==> src/rtl/core/ffpa_pkg.sv <==
// Package with the shared constants, types and control structures of the page allocator.
package ffpa_pkg;

    localparam int MAX_PAGES = 1024;
    localparam int PAGE_AW   = $clog2(MAX_PAGES);
    localparam int CNT_W     = PAGE_AW + 1;

    localparam logic [1:0] FLAG_TAKEN = 2'b01;
    localparam logic [1:0] FLAG_LAST  = 2'b10;
    localparam logic [1:0] FLAG_NONE  = 2'b00;

    typedef enum logic [1:0] {
        ST_OK       = 2'd0,
        ST_NO_SPACE = 2'd1,
        ST_BAD      = 2'd2
    } t_status;

    typedef enum logic [2:0] {
        S_CLEAR,
        S_IDLE,
        S_CHECK,
        S_SCAN,
        S_MARK,
        S_RESP
    } t_state;

    typedef struct packed {
        logic    clr_step;
        logic    load_req;
        logic    scan_start;
        logic    scan_run;
        logic    free_clear;
        logic    mark_start;
        logic    mark_run;
        logic    res_load;
        t_status res_code;
    } t_dp_cmd;

    typedef struct packed {
        logic clr_done;
        logic is_free;
        logic pre_bad;
        logic pre_nospace;
        logic dvld;
        logic hit;
        logic data_taken;
        logic data_last;
        logic is_start;
        logic at_end;
        logic mark_done;
        logic out_free;
    } t_dp_sts;

endpackage

==> src/rtl/core/ffpa_datapath.sv <==
// Datapath of the page allocator: flag memory, scan pointers, counters and result register.
module ffpa_datapath import ffpa_pkg::*; (
    input  logic               i_clk,
    input  logic               i_rst_n,
    input  logic               i_cfg_valid,
    input  logic [CNT_W-1:0]   i_cfg_pages_in_use,
    input  logic               i_req_type,
    input  logic [CNT_W-1:0]   i_page_count,
    input  logic [PAGE_AW-1:0] i_page_index,
    input  logic               i_out_ready,
    output logic               o_out_valid,
    output logic [1:0]         o_status,
    output logic [PAGE_AW-1:0] o_first_page,
    output logic [CNT_W-1:0]   o_pages_freed,
    input  t_dp_cmd            i_cmd,
    output t_dp_sts            o_sts
);

    logic [1:0]         r_mem [MAX_PAGES];
    logic [1:0]         r_rdata;
    logic [CNT_W-1:0]   r_pages_in_use;
    logic [PAGE_AW-1:0] r_clr_ptr;
    logic               r_ovld;
    logic               r_dvld;
    logic               r_req_type;
    logic [CNT_W-1:0]   r_count;
    logic [PAGE_AW-1:0] r_index;
    logic [CNT_W-1:0]   r_n;
    logic [PAGE_AW-1:0] r_raddr;
    logic [PAGE_AW-1:0] r_didx;
    logic [CNT_W-1:0]   r_run;
    logic [CNT_W-1:0]   r_freed;
    logic [PAGE_AW-1:0] r_wptr;
    logic [PAGE_AW-1:0] r_end;
    logic [PAGE_AW-1:0] r_first;
    logic [1:0]         r_status;
    logic [PAGE_AW-1:0] r_first_out;
    logic [CNT_W-1:0]   r_freed_out;

    logic               mem_we;
    logic [PAGE_AW-1:0] mem_waddr;
    logic [1:0]         mem_wdata;
    logic [CNT_W-1:0]   run_inc;
    logic [CNT_W-1:0]   first_calc;
    logic [CNT_W-1:0]   n_limit;

    assign run_inc    = r_run + CNT_W'(1);
    assign first_calc = {1'b0, r_didx} + CNT_W'(1) - r_count;
    assign n_limit    = (r_pages_in_use > CNT_W'(MAX_PAGES)) ? CNT_W'(MAX_PAGES) : r_pages_in_use;

    always_comb begin
        o_sts.clr_done    = (r_clr_ptr == PAGE_AW'(MAX_PAGES - 1));
        o_sts.is_free     = r_req_type;
        o_sts.pre_bad     = r_req_type ? ({1'b0, r_index} >= r_n) : (r_count == '0);
        o_sts.pre_nospace = !r_req_type && (r_count > r_n);
        o_sts.dvld        = r_dvld;
        o_sts.data_taken  = (r_rdata & FLAG_TAKEN) != FLAG_NONE;
        o_sts.data_last   = (r_rdata & FLAG_LAST) != FLAG_NONE;
        o_sts.hit         = !o_sts.data_taken && (run_inc == r_count);
        o_sts.is_start    = (r_didx == r_index);
        o_sts.at_end      = ({1'b0, r_didx} + CNT_W'(1)) == r_n;
        o_sts.mark_done   = (r_wptr == r_end);
        o_sts.out_free    = !r_ovld || i_out_ready;
    end

    always_comb begin
        mem_we    = i_cmd.clr_step || i_cmd.free_clear || i_cmd.mark_run;
        mem_waddr = r_wptr;
        mem_wdata = FLAG_NONE;
        if (i_cmd.clr_step) begin
            mem_waddr = r_clr_ptr;
        end else if (i_cmd.free_clear) begin
            mem_waddr = r_didx;
        end else if (i_cmd.mark_run) begin
            mem_wdata = o_sts.mark_done ? (FLAG_TAKEN | FLAG_LAST) : FLAG_TAKEN;
        end
    end

    always_ff @(posedge i_clk) begin
        if (mem_we) begin
            r_mem[mem_waddr] <= mem_wdata;
        end
        r_rdata <= r_mem[r_raddr];
    end

    always_ff @(posedge i_clk) begin
        if (!i_rst_n) begin
            r_pages_in_use <= CNT_W'(MAX_PAGES);
            r_clr_ptr      <= '0;
            r_ovld         <= 1'b0;
            r_dvld         <= 1'b0;
        end else begin
            if (i_cfg_valid) begin
                r_pages_in_use <= i_cfg_pages_in_use;
            end
            if (i_cmd.clr_step) begin
                r_clr_ptr <= r_clr_ptr + PAGE_AW'(1);
            end
            if (i_cmd.res_load) begin
                r_ovld <= 1'b1;
            end else if (i_out_ready) begin
                r_ovld <= 1'b0;
            end
            if (i_cmd.scan_start) begin
                r_dvld <= 1'b0;
            end else if (i_cmd.scan_run) begin
                r_dvld <= 1'b1;
            end
        end
    end

    always_ff @(posedge i_clk) begin
        if (i_cmd.load_req) begin
            r_req_type <= i_req_type;
            r_count    <= i_page_count;
            r_index    <= i_page_index;
            r_n        <= n_limit;
        end
        if (i_cmd.scan_start) begin
            r_raddr <= r_req_type ? r_index : '0;
            r_run   <= '0;
            r_freed <= '0;
        end else if (i_cmd.scan_run) begin
            r_raddr <= r_raddr + PAGE_AW'(1);
            r_didx  <= r_raddr;
            if (r_dvld && !r_req_type) begin
                r_run <= o_sts.data_taken ? '0 : run_inc;
            end
        end
        if (i_cmd.free_clear) begin
            r_freed <= r_freed + CNT_W'(1);
        end
        if (i_cmd.mark_start) begin
            r_wptr  <= first_calc[PAGE_AW-1:0];
            r_first <= first_calc[PAGE_AW-1:0];
            r_end   <= r_didx;
        end else if (i_cmd.mark_run) begin
            r_wptr <= r_wptr + PAGE_AW'(1);
        end
        if (i_cmd.res_load) begin
            r_status    <= i_cmd.res_code;
            r_first_out <= (i_cmd.res_code == ST_OK && !r_req_type) ? r_first : '0;
            r_freed_out <= (i_cmd.res_code == ST_OK && r_req_type) ? r_freed : '0;
        end
    end

    assign o_out_valid   = r_ovld;
    assign o_status      = r_status;
    assign o_first_page  = r_first_out;
    assign o_pages_freed = r_freed_out;

endmodule

==> src/rtl/core/ffpa_ctrl.sv <==
// Controller state machine of the page allocator.
module ffpa_ctrl import ffpa_pkg::*; (
    input  logic    i_clk,
    input  logic    i_rst_n,
    input  logic    i_in_valid,
    output logic    o_in_ready,
    input  t_dp_sts i_sts,
    output t_dp_cmd o_cmd
);

    t_state  r_state, n_state;
    t_status r_code, n_code;

    always_ff @(posedge i_clk) begin
        if (!i_rst_n) begin
            r_state <= S_CLEAR;
            r_code  <= ST_OK;
        end else begin
            r_state <= n_state;
            r_code  <= n_code;
        end
    end

    always_comb begin
        n_state    = r_state;
        n_code     = r_code;
        o_in_ready = 1'b0;
        o_cmd      = '0;
        o_cmd.res_code = r_code;
        case (r_state)
            S_CLEAR: begin
                o_cmd.clr_step = 1'b1;
                if (i_sts.clr_done) begin
                    n_state = S_IDLE;
                end
            end
            S_IDLE: begin
                o_in_ready = 1'b1;
                if (i_in_valid) begin
                    o_cmd.load_req = 1'b1;
                    n_state        = S_CHECK;
                end
            end
            S_CHECK: begin
                if (i_sts.pre_bad) begin
                    n_code  = ST_BAD;
                    n_state = S_RESP;
                end else if (i_sts.pre_nospace) begin
                    n_code  = ST_NO_SPACE;
                    n_state = S_RESP;
                end else begin
                    o_cmd.scan_start = 1'b1;
                    n_state          = S_SCAN;
                end
            end
            S_SCAN: begin
                o_cmd.scan_run = 1'b1;
                if (i_sts.dvld) begin
                    if (i_sts.is_free) begin
                        if (i_sts.is_start && !i_sts.data_taken) begin
                            n_code  = ST_BAD;
                            n_state = S_RESP;
                        end else begin
                            o_cmd.free_clear = 1'b1;
                            if (i_sts.data_last || i_sts.at_end) begin
                                n_code  = ST_OK;
                                n_state = S_RESP;
                            end
                        end
                    end else if (i_sts.hit) begin
                        o_cmd.mark_start = 1'b1;
                        n_state          = S_MARK;
                    end else if (i_sts.at_end) begin
                        n_code  = ST_NO_SPACE;
                        n_state = S_RESP;
                    end
                end
            end
            S_MARK: begin
                o_cmd.mark_run = 1'b1;
                if (i_sts.mark_done) begin
                    n_code  = ST_OK;
                    n_state = S_RESP;
                end
            end
            S_RESP: begin
                if (i_sts.out_free) begin
                    o_cmd.res_load = 1'b1;
                    n_state        = S_IDLE;
                end
            end
            default: begin
                n_state = S_IDLE;
            end
        endcase
    end

endmodule

==> src/rtl/core/first_fit_page_allocator.sv <==
// Top level of the first-fit contiguous page allocator.
// After reset the block clears every entry of its page flag memory and takes no request
// until that pass is done; configuration beats are taken at any time. Requests are handled one
// at a time and the page flags are visited one page per cycle through one read port and one
// write port. An allocate scans up to the end of the first free run that fits and then marks
// that run; a free clears pages from its index up to the last page of its block. A new request
// is accepted while the previous result still waits in the output register.
module first_fit_page_allocator import ffpa_pkg::*; (
    input  logic               i_clk,
    input  logic               i_rst_n,
    input  logic               i_cfg_valid,
    output logic               o_cfg_ready,
    input  logic [CNT_W-1:0]   i_cfg_pages_in_use,
    input  logic               i_in_valid,
    output logic               o_in_ready,
    input  logic               i_req_type,
    input  logic [CNT_W-1:0]   i_page_count,
    input  logic [PAGE_AW-1:0] i_page_index,
    output logic               o_out_valid,
    input  logic               i_out_ready,
    output logic [1:0]         o_status,
    output logic [PAGE_AW-1:0] o_first_page,
    output logic [CNT_W-1:0]   o_pages_freed
);

    t_dp_cmd cmd;
    t_dp_sts sts;

    assign o_cfg_ready = 1'b1;

    ffpa_ctrl u_ctrl (
        .i_clk      (i_clk),
        .i_rst_n    (i_rst_n),
        .i_in_valid (i_in_valid),
        .o_in_ready (o_in_ready),
        .i_sts      (sts),
        .o_cmd      (cmd)
    );

    ffpa_datapath u_dp (
        .i_clk              (i_clk),
        .i_rst_n            (i_rst_n),
        .i_cfg_valid        (i_cfg_valid),
        .i_cfg_pages_in_use (i_cfg_pages_in_use),
        .i_req_type         (i_req_type),
        .i_page_count       (i_page_count),
        .i_page_index       (i_page_index),
        .i_out_ready        (i_out_ready),
        .o_out_valid        (o_out_valid),
        .o_status           (o_status),
        .o_first_page       (o_first_page),
        .o_pages_freed      (o_pages_freed),
        .i_cmd              (cmd),
        .o_sts              (sts)
    );

endmodule

==> config.mk <==
export PLATFORM = sky130hd
export DESIGN_NAME = first_fit_page_allocator
export DESIGN_NICKNAME = d
export VERILOG_FILES = /design/src/rtl/core/ffpa_pkg.sv /design/src/rtl/core/ffpa_datapath.sv /design/src/rtl/core/ffpa_ctrl.sv /design/src/rtl/core/first_fit_page_allocator.sv
export SDC_FILE = /design/constraint.sdc
export NUM_CORES = 2
export LEC_CHECK = 0
export BUFFER_PORTS_ARGS = -buffer_cell sky130_fd_sc_hd__buf_4
export CORE_MARGIN = 3
export CORE_UTILIZATION = 30
export CTS_CLUSTER_DIAMETER = 30
export DETAILED_ROUTE_END_ITERATION = 8
export PLACE_DENSITY_LB_ADDON = 0.25
export SYNTH_ARGS = -nofsm -noshare
export SYNTH_HDL_FRONTEND = slang
export SYNTH_SLANG_ARGS = --single-unit
export TNS_END_PERCENT = 5
==> constraint.sdc <==
create_clock -name i_clk -period 54 [get_ports i_clk]
set_input_delay 5.4 -clock i_clk [delete_from_list [all_inputs] [get_ports i_clk]]
set_output_delay 5.4 -clock i_clk [all_outputs]
set_load 0.01 [all_outputs]
# Word level (Yosys, flattened, before mapping)
# Memories as Yosys holds them, arrays and structs flattened. A register that Yosys moved wholly into a read port is not among the register bits.
# Index checks and enable logic that the tools add are counted.
[totals] reg_bits=156 mem_bits_rw=2048 in_bits=38 out_inout_bits=26 elab_cells=137 n_memories=1
[op_classes] add_sub_neg=7 n_lt_le_gt_ge=3 n_eq_ne=20 muxes=58 bitwise=2 reduce_logical=26
[memory_table] memory="u_dp.r_mem" words=1024 width=2 rd=1 rd_ports_with_merged_regs=1 wr=1 line_no="ffpa_datapath.sv:19" text="logic [1:0] r_mem [MAX_PAGES];"
[op_table] operator="two-way mux 10 bit" count=7
[op_table] operator="two-way mux 3 bit" count=13
[op_table] operator="two-way mux 11 bit" count=3
[op_table] operator="adder 10 x 1 -> 10 bit, second input constant" count=3
[op_table] operator="two-way mux 2 bit" count=14
[op_table] operator="adder 11 x 1 -> 11 bit, second input constant" count=2
[op_table] operator="== test 11 bit" count=2
[op_table] operator="== test 10 bit" count=2
[op_table] operator="two-way mux 1 bit" count=19
[op_table] operator="one-hot mux 3 bit (6 select lines)" count=1
[op_table] operator="AND reduction 7 bit" count=2
[op_table] operator="adder 10 x 1 -> 11 bit, second input constant" count=1
[op_table] operator=">= comparator 10 x 11 -> 1 bit" count=1
[op_table] operator="> comparator 11 bit" count=1
[op_table] operator="> comparator 11 bit, second input constant" count=1
[op_table] operator="logical NOT 11 bit" count=1
[op_table] operator="== test 10 bit, second input constant" count=1
[op_table] operator="subtractor 10 bit" count=1
[op_table] operator="nonzero test 2 bit" count=4
[op_table] operator="== test 3 x 2 -> 1 bit, second input constant" count=2
[op_table] operator="== test 3 bit, second input constant" count=2
[op_table] operator="logical AND 1 bit" count=6
[op_table] operator="inequality test 2 bit, second input constant" count=3
[op_table] operator="one-hot mux 2 bit (3 select lines)" count=1
[op_table] operator="other kinds (15)" count=23

# Logic depth before layout (Yosys ltp)
[logic_depth] depth_word=11 depth_mapped=17 depth_no_buf=12

# Cells and area by module
# A second synthesis with hierarchy kept.
[unflattened] hier_cells=5540 area_unflattened_um2=91846.8
[by_module_without_submodules] mod="ffpa_datapath" instances=1 cells_per_inst=5479 area_each_um2=91367.6 seq_area_each_um2=65733.0
[by_module_without_submodules] mod="ffpa_ctrl" instances=1 cells_per_inst=59 area_each_um2=467.9 seq_area_each_um2=100.1
[by_module_without_submodules] mod="first_fit_page_allocator" instances=1 cells_per_inst=2 area_each_um2=11.3 seq_area_each_um2=0.0

# Least setup slack after synthesis
# OpenSTA, ideal clock, no wires.
[synth_timing] path_kind="flip-flop to flip-flop" from="register u_dp.r_wptr[5]" to="memory u_dp.r_mem[0][1], data pin" setup_time_ns=4.957 arrival_time_ns=24.503 required_ns=49.043 path_slack_ns=24.540 stages_incl_launch_ff=5 path_buffers=0 period_less_slack_ns=29.460 path_cell_list="edfxtp_1 -> xor2_1 -> nor4_1 -> nand4_1 -> nor2_1"
[synth_between] elab_chain_len=5
[synth_rtl] element="start: declaration" line_no="ffpa_datapath.sv:33" text="logic [PAGE_AW-1:0] r_wptr;"
[synth_rtl] element="start signal: assignment" line_no="ffpa_datapath.sv:134" text="r_wptr <= first_calc[PAGE_AW-1:0];"
[synth_rtl] element="start signal: assignment" line_no="ffpa_datapath.sv:138" text="r_wptr <= r_wptr + PAGE_AW'(1);"
[synth_rtl] element="== test 10 bit" line_no="ffpa_datapath.sv:62" text="o_sts.mark_done = (r_wptr == r_end);"
[synth_rtl] element="two-way mux 2 bit" line_no="ffpa_datapath.sv:75" text="mem_wdata = o_sts.mark_done ? (FLAG_TAKEN | FLAG_LAST) : FLAG_TAKEN;"
[synth_rtl] element="two-way mux 2 bit" line_no="ffpa_datapath.sv:74" text="end else if (i_cmd.mark_run) begin"
[synth_rtl] element="two-way mux 2 bit" line_no="ffpa_datapath.sv:72" text="end else if (i_cmd.free_clear) begin"
[synth_rtl] element="two-way mux 2 bit" line_no="ffpa_datapath.sv:70" text="if (i_cmd.clr_step) begin"
[synth_rtl] element="via u_dp.mem_wdata[1]" line_no="ffpa_datapath.sv:42" text="logic [1:0] mem_wdata;"
[synth_rtl] element="end: declaration" line_no="ffpa_datapath.sv:19"
# The timed path passes the listed nets, and every way through them passes these cells.

# Worst setup path in the final report
[layout_timing] from="register u_ctrl.r_state[0]" to="output o_in_ready"
[layout_between] elab_chain_len=2
[layout_rtl] element="start: declaration" line_no="ffpa_ctrl.sv:11" text="t_state r_state, n_state;"
[layout_rtl] element="start signal: assignment" line_no="ffpa_ctrl.sv:19" text="r_state <= n_state;"
[layout_rtl] element="== test 3 x 1 -> 1 bit" line_no="ffpa_ctrl.sv:30" text="case (r_state)"
[layout_rtl] element="two-way mux 1 bit" line_no="ffpa_ctrl.sv:30"
[layout_rtl] element="end: declaration" line_no="first_fit_page_allocator.sv:15" text="output logic o_in_ready,"
# Every way passes these cells.

==> impl_metrics.ini <==
[detailed_routing]
vias_per_cell = 5.21
first_pass_iters = 6
wl_mm = 290
via_count = 53600
drc = 0
drt-wirelength-per-cell_um = 28.2
postRouteAntennaNets = 0
drtIter0Drc = 6027

[floorplan]
die_height_um = 559
start_util_pct = 30.2
die_w_um = 559
core_area_um2 = 304000
num_rows = 202
boundaryPins = 64
dieArea_um2 = 313000

[placement]
place_area_um2 = 96800
place_ws_ns = 46.96
routabilityCongestion = 0.806
hpwl_mm = 158
portBuffers = 62

[timing]
period_needed_ns = 7.64
whs_ns = 0.502
skew_ns = 0.125
period_share_pct = 14.2
setup_viol = 0
relSlewSlack_pct = 12.0
hold_violations = 0
rsz0062_at_grt = no
fmax_mhz = 131
setup-tns-final_ns = 0
worst_pin_slew_ns = 1.32
fin_ws_ns = 46.36
slew_viol_final = 0

[setup_path]
crit_chain = nor3b_1, buf_4
endpoint_kind = output pin
slowest_stage = dfxtp_1
worstPathRequired_ns = 48.60
critPathKind = flop to output pin
slowest_delay_ns = 0.57
worst-endpoint-arrival_ns = 2.24
critPathLaunchType = flop
critPathMaxFanout = 10

[power]
leakage_nw = 32.1
p_total_w = 0.00564
ir_worst_vdd_mv = 0.0353
clkPwrFrac_pct = 49.8
intPower_w = 0.00405
seq_power_share_pct = 34.3
pwr_density_cell_nw_per_um2 = 50.1
p_switching_w = 0.00158
sw_frac_of_total_pct = 28.1
p_comb_share_pct = 15.9

[grt]
antenna_found_initial = 16
grt_pass1_wl_mm = 408
grt_max_degree = 232
grt.overflow.total = 0
grtUsageTotal_pct = 18.0
grt_pass1_vias = 55000

[clock_tree]
hold_buffers = 0
clock_path_buffers = 4
cts.clk_slew.worst_paths_ns = 0.04
clock_latency_ns = 1.01
h-tree-depth = 5
post-cts-setup-buffer-count = 0
tritoncts = built
cts_made_buffers = 466
cts.sinks = 2206
ctsResizeCount = 0
ctsRootBufferMaster = clkbuf_16

[flow_run]
drv_cap = 0

[finish]
layout.cells.most_common = edfxtp_1
area_delta_synth_final_pct = 22.5
final_area_um2 = 112000
layout_common_cells = edfxtp_1 (2165), nor2_1 (1120), clkbuf_16 (470), mux4_2 (454), buf_4 (208)
final_nets = 5900
drive_gt1_share_pct = 24.2

[yosys]
synth-edff-count = 2165
synth_cells = 5560
yosysWarnings = 0
yosysSeqAreaShare_pct = 71.7
ys_seq_elements = 2206
ys_types = 90
synth_area_um2 = 91800
synth_flop_cell = edfxtp_1
syn_area_per_cell_um2 = 16.5
async_reset_ff_share_pct = 0
synth_fp_nets = 5635

[worst_hold_path]
holdCritPathClass = flop to flop

[run_status]
outcome = complete, no violations
==> through the flow <==
step                instances  utilization (%)
floorplan                5560                -
global placement         9435             31.9
detailed placement       9436             31.9
CTS                     10300             37.0
global route            10300             37.0
finish                  10300             37.0
==> registers in the layout, indices dropped and copies added (netlist names), 2 cells and up <==
signal and cells:
u_dp.r_didx 10, u_dp.r_raddr 10, u_dp.o_status 2, u_dp.r_count 11, u_dp.o_first_page 10, u_dp.r_clr_ptr 10
u_dp.r_freed 11, u_dp.r_first 10, u_ctrl.r_code 2, u_ctrl.r_state 3, u_dp.o_pages_freed 11, u_dp.r_mem 2048
u_dp.r_rdata 2, u_dp.r_pages_in_use 11, u_dp.r_index 10, u_dp.r_wptr 10, u_dp.r_run 11, u_dp.r_end 10
u_dp.r_n 11
==> per-layer routing <==
layer  up-vias  global-route usage [%]  part of all wire [%]
met4         0                    6.01                   3.1
met1     28400                    24.8                    42
met5         -                       0                     0
met3       514                    3.51                   7.8
met2      2345                    28.5                    47
li1      22300                       -                     -
==> cell usage after synthesis, types with 26 or more instances <==
cell type | count | share of area, %
xnor2_1 | 42 | 0.40
and2_1 | 29 | 0.20
a21oi_1 | 119 | 0.65
a22oi_1 | 73 | 0.60
mux2i_1 | 195 | 2.1
nor3_1 | 33 | 0.18
nor2b_1 | 30 | 0.20
buf_1 | 54 | 0.22
clkbuf_1 | 205 | 0.84
nand2_1 | 186 | 0.76
buf_4 | 41 | 0.34
dfxtp_1 | 41 | 0.89
mux4_2 | 454 | 11
nor2_1 | 1129 | 4.6
buf_2 | 95 | 0.52
o21ai_0 | 80 | 0.44
nand3_1 | 56 | 0.31
edfxtp_1 | 2165 | 71
xor2_1 | 51 | 0.49
ha_1 | 36 | 0.49
buf_6 | 26 | 0.32
a221oi_1 | 45 | 0.43
inv_1 | 35 | 0.14
==> cell families (layout without fill, tap and decap cells) <==
| kind of cell | count (synthesis) | in the layout | synth area share, % |
|---|---|---|---|
| buffers and inverters | 461 | 1106 | 2.41 |
| and+or+nand+nor | 1592 | 1592 | 7.28 |
| other | 1 | 7 | 0.00408 |
| muxes | 662 | 662 | 13.4 |
| xor gates and xnor gates | 96 | 96 | 0.961 |
| DFF | 2206 | 2206 | 71.7 |
| adders and majority gates | 37 | 37 | 0.512 |
| AOI/OAI and AO/OA | 505 | 505 | 3.71 |
==> cell type report <==
cell class / count / area (um^2)
diodes: 6 / 15.0
clock inverters: 318 / 3580
flip-flops and latches: 2206 / 65800
fillers: 28300 / 191000
inverters: 39 / 158
multi-input cells: 2893 / 24000
clock buffers: 530 / 12000
repair buffers: 219 / 1760
well taps: 4080 / 5100
==> power by group through the flow <==
stage          Clock (W)  Sequential (W)  Combinational (W)
2_1_floorplan          0         0.00197           0.000495
3_3_place_gp           0         0.00196           0.000897
3_5_place_dp           0         0.00196           0.000899
4_1_cts          0.00284         0.00193           0.000901
5_1_grt          0.00293         0.00193           0.000933
6_report         0.00281         0.00193           0.000897
==> final timing paths <==
kind	startpoint	to	slack, ns	cells after the start
worst max register to register	u_ctrl.r_state[0]	u_dp.r_mem[629][0]	47.81	8
worst min register to register	u_dp.r_pages_in_use[6]	u_dp.r_pages_in_use[6]	0.50	2
worst max-delay path	u_ctrl.r_state[0]	o_in_ready	46.36	2
worst min-delay path	u_dp.r_pages_in_use[6]	u_dp.r_pages_in_use[6]	0.50	2
==> worst max-delay path, delay by kind of cell (launching register included) <==
| family | cells | cell delay (ns) |
|---|---|---|
| buffers and inverters | 1 | 0.22 |
| DFF | 1 | 0.57 |
| and+or+nand+nor | 1 | 0.55 |
Power figures use the tool's default switching activity.
